`config.mk`:
```
export PLATFORM = sky130hd
export DESIGN_NAME = isotp_tx_segmenter_core
export DESIGN_NICKNAME = d
export VERILOG_FILES = /design/src/hw/rtl/isotp_seg_pkg.sv /design/src/hw/rtl/isotp_tx_segmenter_core.sv /design/src/hw/rtl/isotp_seg_engine.sv
export SDC_FILE = /design/constraint.sdc
export NUM_CORES = 1
export LEC_CHECK = 0
export BUFFER_PORTS_ARGS = -buffer_cell sky130_fd_sc_hd__buf_2
export CORE_MARGIN = 4
export CORE_UTILIZATION = 35
export DETAILED_ROUTE_END_ITERATION = 16
export GPL_TIMING_DRIVEN = 0
export MAX_ROUTING_LAYER = met4
export PLACE_DENSITY_LB_ADDON = 0.1
export SLEW_MARGIN = 20
export SYNTH_ARGS = -nofsm -noshare
export SYNTH_HDL_FRONTEND = slang
export SYNTH_HIERARCHICAL = 1
export SYNTH_SLANG_ARGS = --single-unit
```
`constraint.sdc`:
```
create_clock -name clock -period 23.8 [get_ports clock]
set_clock_uncertainty 0.15 [all_clocks]
set_input_delay 3.57 -clock clock [delete_from_list [all_inputs] [get_ports clock]]
set_output_delay 3.57 -clock clock [all_outputs]
set_load 0.005 [all_outputs]
```
`src/hw/rtl/isotp_seg_pkg.sv`:
```
// Shared types and protocol constants for the ISO-TP transmit segmenter.
// No dependencies.
package isotp_seg_pkg;

   // Identifier after reset
   localparam logic [10:0] ID_RESET = 11'h123;

   // Protocol control nibbles (upper half of byte zero)
   localparam logic [3:0] PCI_SINGLE = 4'h0;
   localparam logic [3:0] PCI_FIRST  = 4'h1;
   localparam logic [3:0] PCI_CONSEC = 4'h2;

   // Longest message that fits a single frame
   localparam logic [11:0] SF_MAX_LEN = 12'd7;
   // Payload bytes carried by a first frame
   localparam logic [11:0] FF_PAYLOAD = 12'd6;
   // Data bytes in a classic CAN frame
   localparam logic [3:0]  CAN_BYTES  = 4'd8;

   // First buffer slot for each frame kind
   localparam logic [3:0] SLOT_SF = 4'd1;
   localparam logic [3:0] SLOT_FF = 4'd2;
   localparam logic [3:0] SLOT_CF = 4'd1;

   // One emitted CAN frame
   typedef struct packed {
      logic             last;
      logic [7:0][7:0]  data;
      logic [3:0]       dlc;
      logic [10:0]      id;
   } frame_type;

endpackage

```
`src/hw/rtl/isotp_tx_segmenter_core.sv`:
```
// ISO-TP transmit segmenter top level: request/response streams, identifier register.
// Depends on isotp_seg_pkg and isotp_seg_engine.
// A closing request byte's frame is registered and appears on rsp in the next cycle.
// Throughput: one request byte per cycle; req_tready drops only while a finished
// frame is held in the response register and rsp_tready is low.
// Reset (synchronous, active high): idle, no frame pending, identifier 0x123.
module isotp_tx_segmenter_core (
   input  logic        clock,
   input  logic        reset,
   // Configuration
   input  logic        csr_wr_en,
   input  logic [10:0] csr_wr_data,
   // Request stream
   input  logic        req_tvalid,
   output logic        req_tready,
   input  logic [23:0] req_tdata,   // data_byte[7:0], message_length[19:8], zero pad
   // Response stream
   output logic        rsp_tvalid,
   input  logic        rsp_tready,
   output logic [79:0] rsp_tdata,   // frame_id[10:0], frame_length[14:11],
                                    // byte_zero..byte_seven [22:15]..[78:71], zero pad
   output logic        rsp_tlast    // final_frame
);
   import isotp_seg_pkg::*;

   logic [10:0] ident_ff;
   logic        rsp_valid_ff, rsp_valid_in;
   frame_type   rsp_frame_ff, rsp_frame_in;
   logic        accept;
   logic        emit;
   frame_type   frame;

   assign req_tready = !rsp_valid_ff || rsp_tready;
   assign accept     = req_tvalid && req_tready;

   isotp_seg_engine u_engine (
      .clock            (clock),
      .reset            (reset),
      .accept           (accept),
      .data_byte        (req_tdata[7:0]),
      .message_length   (req_tdata[19:8]),
      .frame_identifier (ident_ff),
      .emit             (emit),
      .frame            (frame)
   );

   // Load a new frame, or drop the held one once taken
   always_comb begin
      rsp_valid_in = rsp_valid_ff;
      rsp_frame_in = rsp_frame_ff;
      if (accept && emit) begin
         rsp_valid_in = 1'b1;
         rsp_frame_in = frame;
      end else if (rsp_tready) begin
         rsp_valid_in = 1'b0;
      end
   end

   always_ff @(posedge clock) begin
      if (reset) begin
         ident_ff     <= ID_RESET;
         rsp_valid_ff <= 1'b0;
      end else begin
         if (csr_wr_en) begin
            ident_ff <= csr_wr_data;
         end
         rsp_valid_ff <= rsp_valid_in;
      end
   end

   // Frame payload needs no reset
   always_ff @(posedge clock) begin
      rsp_frame_ff <= rsp_frame_in;
   end

   assign rsp_tvalid = rsp_valid_ff;
   assign rsp_tdata  = {1'b0, rsp_frame_ff.data, rsp_frame_ff.dlc, rsp_frame_ff.id};
   assign rsp_tlast  = rsp_frame_ff.last;

endmodule

```
`src/hw/rtl/isotp_seg_engine.sv`:
```
// Segmentation engine: message counters, frame buffer and frame assembly.
// Depends on isotp_seg_pkg.
module isotp_seg_engine (
   input  logic                     clock,
   input  logic                     reset,
   input  logic                     accept,
   input  logic [7:0]               data_byte,
   input  logic [11:0]              message_length,
   input  logic [10:0]              frame_identifier,
   output logic                     emit,
   output isotp_seg_pkg::frame_type frame
);
   import isotp_seg_pkg::*;

   logic [11:0]      taken_ff, taken_in;
   logic [11:0]      length_ff, length_in;
   logic [3:0]       seq_ff, seq_in;
   logic [7:0][7:0]  frame_buf_ff, frame_buf_in;
   logic [3:0]       fill_ff, fill_in;

   logic             idle;
   logic [11:0]      len_cur;
   logic [3:0]       fill_cur;
   logic [3:0]       seq_cur;
   logic [7:0][7:0]  work;
   logic [3:0]       fill_new;
   logic [11:0]      taken_new;
   logic             done;

   // Resolve the current message context, opening a new one when idle
   always_comb begin
      idle      = (taken_ff == 12'd0);
      len_cur   = idle ? message_length : length_ff;
      fill_cur  = idle ? ((message_length <= SF_MAX_LEN) ? SLOT_SF : SLOT_FF) : fill_ff;
      seq_cur   = idle ? 4'd1 : seq_ff;
      work      = idle ? '0 : frame_buf_ff;
      work[fill_cur[2:0]] = data_byte;
      fill_new  = fill_cur + 4'd1;
      taken_new = taken_ff + 12'd1;
      done      = (taken_new >= len_cur);
   end

   // Place the byte, decide whether a frame closes and advance state
   always_comb begin
      taken_in     = taken_ff;
      length_in    = length_ff;
      seq_in       = seq_ff;
      frame_buf_in = frame_buf_ff;
      fill_in      = fill_ff;
      emit         = 1'b0;
      frame.id     = frame_identifier;
      frame.dlc    = fill_new;
      frame.data   = work;
      frame.last   = 1'b0;

      if (accept && !(idle && message_length == 12'd0)) begin
         length_in    = len_cur;
         taken_in     = taken_new;
         frame_buf_in = work;
         fill_in      = fill_new;
         seq_in       = seq_cur;

         if (len_cur <= SF_MAX_LEN) begin
            // Single frame closes on the last byte
            if (done) begin
               emit          = 1'b1;
               frame.data[0] = {PCI_SINGLE, len_cur[3:0]};
               frame.last    = 1'b1;
               taken_in      = 12'd0;
               seq_in        = 4'd1;
               frame_buf_in  = '0;
               fill_in       = 4'd0;
            end
         end else if (taken_new == FF_PAYLOAD) begin
            // First frame carries the 12-bit length
            emit          = 1'b1;
            frame.data[0] = {PCI_FIRST, len_cur[11:8]};
            frame.data[1] = len_cur[7:0];
            frame_buf_in  = '0;
            fill_in       = SLOT_CF;
         end else if (taken_new > FF_PAYLOAD && (fill_new >= CAN_BYTES || done)) begin
            // Consecutive frame, full or ending the message
            emit          = 1'b1;
            frame.data[0] = {PCI_CONSEC, seq_cur};
            frame.last    = done;
            seq_in        = seq_cur + 4'd1;
            frame_buf_in  = '0;
            fill_in       = SLOT_CF;
            if (done) begin
               taken_in = 12'd0;
               seq_in   = 4'd1;
               fill_in  = 4'd0;
            end
         end
      end
   end

   // Hold message state
   always_ff @(posedge clock) begin
      if (reset) begin
         taken_ff     <= 12'd0;
         length_ff    <= 12'd0;
         seq_ff       <= 4'd1;
         frame_buf_ff <= '0;
         fill_ff      <= 4'd0;
      end else begin
         taken_ff     <= taken_in;
         length_ff    <= length_in;
         seq_ff       <= seq_in;
         frame_buf_ff <= frame_buf_in;
         fill_ff      <= fill_in;
      end
   end

endmodule

```
# Word level (Yosys, flattened, before mapping)
# Index checks and enable logic that the tools add are counted.
# word_totals
regBits,188
latchBits,0
mem_bits_rw,0
mem_bits_ro,0
input_bits,40
mem_count,0
# op_classes
addsub,3
mul,0
div,0
order_cmp,7
eq_ne,1
shifts,0
mux,43
bitwise_logic,0
reduce_logical,13
# ops
operator,n
2-to-1 mux 64 bit,5
bitwise mux 64 bit,1
2-to-1 mux 12 bit,5
2-to-1 mux 8 bit,7
2-to-1 mux 4 bit,11
demux 8 bit (select 3 bit),1
"<= comparator 12 x 3 -> 1 bit, second input constant",2
zero test 12 bit,2
2-to-1 mux 16 bit,1
"adder 12 x 1 -> 12 bit, second input constant",1
"equality test 12 x 3 -> 1 bit, second input constant",1
greater-or-equal comparator 12 bit,1
"greater-than comparator 12 x 3 -> 1 bit, second input constant",1
2-to-1 mux 1 bit,11
"adder 4 x 1 -> 4 bit, second input constant",2
logical AND 1 bit,6
"greater-or-equal comparator 4 bit, second input constant",1
"less-than comparator 3 x 4 -> 1 bit, second input constant",1
"greater-or-equal comparator 3 x 1 -> 1 bit, second input constant",1
zero test 1 bit,2
logical OR 1 bit,2
2-to-1 mux 2 bit,1
nonzero test 2 bit,1

# Longest topological paths before layout
# depth
word_depth,13
ltp_mapped,17
depth_no_buf,15

# By module
# The synthesis kept the hierarchy.
# modules_own_cells
module,instances,cells_each,area_each_um2
isotp_seg_engine,1,716,5743.0
isotp_tx_segmenter_core,1,123,2859.0

# Worst setup path after synthesis
# Ideal clock, no wire load.
# synth_timing
path_kind,input port to flip-flop
start,input req_tdata[8]
end,"register rsp_frame_ff (netlist bit rsp_tdata[0]), enable pin"
setup_ps,529
t_arrival_ps,8945
required_ps,23121
setup_slack_ps,14177
path_stages,12
path_buffers,0
path_cell_list,mux2i_1 > inv_1 > ha_1 > nor2b_1 > o21ai_0 > a21oi_1 > maj3_2 > o211ai_2 > a21boi_0 > nor3_1 > nand2_1 > nor2b_1
# synth_via
word_cells_on_any_way,20
# synth_rtl
element,line_no,source
"start, declared",isotp_tx_segmenter_core.sv:16,"input logic [23:0] req_tdata,"
2-to-1 mux 12 bit *,isotp_seg_engine.sv:33,len_cur = idle ? message_length : length_ff;
named net u_engine.len_cur[0],isotp_seg_engine.sv:22,logic [11:0] len_cur;
greater-or-equal comparator 12 bit,isotp_seg_engine.sv:40,done = (taken_new >= len_cur);
logical OR 1 bit,isotp_seg_engine.sv:81,end else if (taken_new > FF_PAYLOAD && (fill_new >= CAN_BYTES || done)) begin
logical AND 1 bit,isotp_seg_engine.sv:81,
2-to-1 mux 1 bit,isotp_seg_engine.sv:81,
2-to-1 mux 1 bit,isotp_seg_engine.sv:74,end else if (taken_new == FF_PAYLOAD) begin
2-to-1 mux 1 bit *,isotp_seg_engine.sv:63,if (len_cur <= SF_MAX_LEN) begin
2-to-1 mux 1 bit *,isotp_seg_engine.sv:56,if (accept && !(idle && message_length == 12'd0)) begin
named net emit,isotp_tx_segmenter_core.sv:30,logic emit;
logical AND 1 bit *,isotp_tx_segmenter_core.sv:51,if (accept && emit) begin
"end signal, assigned",isotp_tx_segmenter_core.sv:73,rsp_frame_ff <= rsp_frame_in;
"end, declared",isotp_tx_segmenter_core.sv:28,"frame_type rsp_frame_ff, rsp_frame_in;"
# Mark *: on every way through the listed nets, which the timed path passes. The rest lies on a longest branch.
# A chain may end at the register's enable or synchronous reset.

# Worst setup path after layout
# layout_timing
start,input rsp_tready
end,output req_tready
# layout_via
elab_chain_len,1
# layout_rtl
element,line_no,source
"start, declared",isotp_tx_segmenter_core.sv:19,"input logic rsp_tready,"
logical OR 1 bit,isotp_tx_segmenter_core.sv:33,assign req_tready = !rsp_valid_ff || rsp_tready;
"end, declared",isotp_tx_segmenter_core.sv:15,"output logic req_tready,"
# No other way between the ends.

==> results by group <==
Synth
  – Dominant cell type by area after synthesis: edfxtp_1
  – Main synth FF type: dfxtp_1
  – Number of synthesized flops with an enable pin: 80
  – Cells after Synth: 839
  – Netlist cell types: 77
  – Synth top area share: 27.9%
  – Yosys warnings: 6
  – Top post-synthesis cells by area: edfxtp_1, dfxtp_1, a22o_1
  – Seq/Total Area, Yosys: 53.1%
  – Register bit count reported by yosys: 188
  – Post-synth ARST share: 0%
  – Mapped Avg Cell Area: 10.3 um^2
  – Mapped Nets: 895
  – Synthesized area: 8600 um^2

Clock tree
  – CTS tree: built
  – Root buffer cell: clkbuf_16
  – Num CTS Buffers: 17
  – Clk buf depth: 2
  – # hold bufs at CTS: 0
  – Postcts setup bufs: 0
  – Clk sinks: 188
  – Worst-path clk slew: 0.07 ns
  – CTS resizes: 0
  – CTS H-tree depth: 4
  – Clock Latency Late Sink: 0.43 ns

Timing
  – Hold Vio Cnt, Final: 0
  – Slew of the pin with the lowest slew margin: 1.04 ns
  – Max Fclk: 0.130 GHz
  – Setup_tns: 0 ns
  – Fin crit period: 7.70 ns
  – Slew HR: 30.5%
  – Slew Limit Fails: 0
  – Unrepaired setup endpoints after global routing: no
  – Final period util: 32.3%
  – Setup violators final: 0

Layout
  – Layout fillers: 2,437
  – Ant. Diodes: 0
  – Share of the core filled with cells: 42.3%
  – Layout net count: 1,032
  – Share of layout cells above drive strength 1: 21.2%
  – Synthesis-to-layout area growth: 19.2%

Floorplanning
  – Initial Util: 35.5%
  – Row count: 57
  – Core Region: 24,200 um^2
  – Die height: 165 um
  – Ports: 123
  – Die W: 165 um
  – Total die area: 27,100 um^2

GRT
  – Vias in the first global route: 6,345
  – Tot GR Track Use: 18.3%
  – Largest net degree at the start of global routing: 26
  – First-pass GRT wire length: 36.9 mm
  – Total grt overflow: 0
  – Initial antenna violation count: 0

Worst setup path
  – Worst endpoint data arrival time: 3.98 ns
  – Worst-path cell chain: buf_2 -> nand2b_1 -> buf_2
  – CP max FO: 4
  – Crit path required time: 20.08 ns
  – Critical-path top delay cell: nand2b_1
  – Most used cell, CP: buf_2
  – Slowest stage delay, CP: 0.17 ns
  – CP Capture Type: output pin
  – CP Class: in -> out
  – Startpoint types: input pin
  – Reg2reg path depth: 20

Routing
  – Drt drc: 0
  – Vias: 6,763
  – DR WL/cell: 18.2 um
  – Antenna viol nets, final: 0
  – Routed WL: 23.9 mm
  – Initial DRC Count: 422
  – DRT Pass-1 Iters: 5
  – Vias/cell: 5.15

Run status
  – Outcome: complete, no violations

Min path
  – Worst min-delay path class: reg -> reg
  – Worst Hold Depth: 1

Placement
  – DPL Wire Length: 17.2 mm
  – Number of port buffers: 114
  – Routability cong.: 0.831

Power and ir drop
  – LEAKAGE: 3.91 nW
  – Worst vdd ir: 0.0000398 V
  – Total power per unit cell area: 66.8 nW/um^2

Flow run
  – Max cap viols: 0
## where the power goes
group / total [mW] / switching, mW / internal, mW
Sequential: 0.346 / 0.00372 / 0.342
Clock: 0.270 / 0.132 / 0.138
Combinational: 0.0696 / 0.0467 / 0.0229
## worst max-delay path, delay by kind of cell
family | cells | cell delay [ns]
AND/OR/NAND/NOR | 1 | 0.17
buffers and inverters | 2 | 0.24
## final cells by class
class | count | area, um^2 | area share (%)
buffer | 75 | 430 | 4.20
clock buffer | 18 | 429 | 4.19
clock inverter | 14 | 128 | 1.24
inverter | 17 | 63.8 | 0.622
multi-input combinational | 559 | 3550 | 34.6
sequential | 188 | 4560 | 44.5
tap | 324 | 405 | 3.95
timing repair buffer | 118 | 681 | 6.64
## sequential cells by signal (all words and copies together) (netlist names)
name and flops:
ident_ff 11, u_engine/frame_buf_ff 64, u_engine/taken_ff 12, rsp_tlast 1, u_engine/fill_ff 4, u_engine/length_ff 12
rsp_tdata 79, u_engine/seq_ff 4, rsp_tvalid 1
## cell families (layout without fill, tap and decap cells)
kind of cell / Yosys count / after routing / synth area share [%]
compound gates: 238 / 238 / 19.7
xor+xnor: 14 / 14 / 1.43
simple gates: 267 / 267 / 14.9
fa+ha+maj: 17 / 17 / 2.46
flops: 188 / 188 / 53.1
mux: 22 / 22 / 2.62
other cells: 1 / 1 / 0.0436
buf+inv: 92 / 242 / 5.75
## worst paths after layout
check | slack (ns) | start | end
worst max-delay path | 16.10 | rsp_tready | req_tready
worst min-delay path | 0.32 | u_engine/frame_buf_ff[17]$_SDFFE_PP0P_ | u_engine/frame_buf_ff[17]$_SDFFE_PP0P_
worst min register to register | 0.32 | u_engine/frame_buf_ff[17]$_SDFFE_PP0P_ | u_engine/frame_buf_ff[17]$_SDFFE_PP0P_
worst max register to register | 17.93 | u_engine/taken_ff[8]$_SDFFE_PP0P_ | rsp_tdata[45]$_DFFE_PP_
## cells in the final DEF (no fill, tap or decap), types with 6 or more instances in the layout
| master | netlist | layout |
|---|---|---|
| buf_2 | 10 | 124 |
| nand2_1 | 112 | 112 |
| dfxtp_1 | 108 | 108 |
| edfxtp_1 | 80 | 80 |
| o21ai_0 | 64 | 64 |
| a22o_1 | 57 | 57 |
| nor2_1 | 55 | 55 |
| a21oi_1 | 41 | 41 |
| nand3_1 | 35 | 35 |
| clkbuf_1 | 32 | 33 |
| mux2i_1 | 21 | 21 |
| buf_4 | 18 | 18 |
| clkbuf_16 | 0 | 17 |
| inv_1 | 17 | 17 |
| ha_1 | 16 | 16 |
| a211oi_1 | 12 | 12 |
| and3_1 | 11 | 11 |
| buf_6 | 9 | 9 |
| a311oi_1 | 9 | 9 |
| nor3_1 | 8 | 8 |
| xnor2_1 | 8 | 8 |
| a32o_1 | 8 | 8 |
| nor2b_1 | 7 | 6 |
| xor2_1 | 6 | 6 |
## layer usage
layer	part of all wire [%]	GRT usage [%]	up-vias
li1	-	-	3350
met1	48	24.9	3232
met2	46	28.3	150
met3	4.0	2.94	31
met4	1.8	5.63	0
met5	0	-	-
## synth_stat cells, types with 5 or more instances
cell type and count:
o21ai_0 64, a311oi_1 9, dfxtp_1 108, o211ai_1 5, buf_6 9, xor2_1 6, a22o_1 57, buf_2 10
a21oi_1 41, nand3_1 35, a32o_1 8, buf_1 5, clkbuf_1 32, nor2_1 55, buf_4 18, and3_1 11
edfxtp_1 80, nor2b_1 7, a211oi_1 12, nand2_1 112, nor3_1 8, mux2i_1 21, inv_1 17, ha_1 16
xnor2_1 8
## per-stage QoR
stage	worst slack (ns)	hold slack [ns]	instance area [um^2]	power [mW]	instances
after global placement	11.24	0.305	9580	0.422	1277
after detailed placement	16.03	0.304	9700	0.422	1281
after global routing	16.08	0.337	10300	0.718	1313
final	16.10	0.321	10300	0.685	1313
after CTS	16.10	0.324	10300	0.695	1313
after floorplan	14.18	0.292	8600	0.396	839
(Power assumes the default switching activity.)
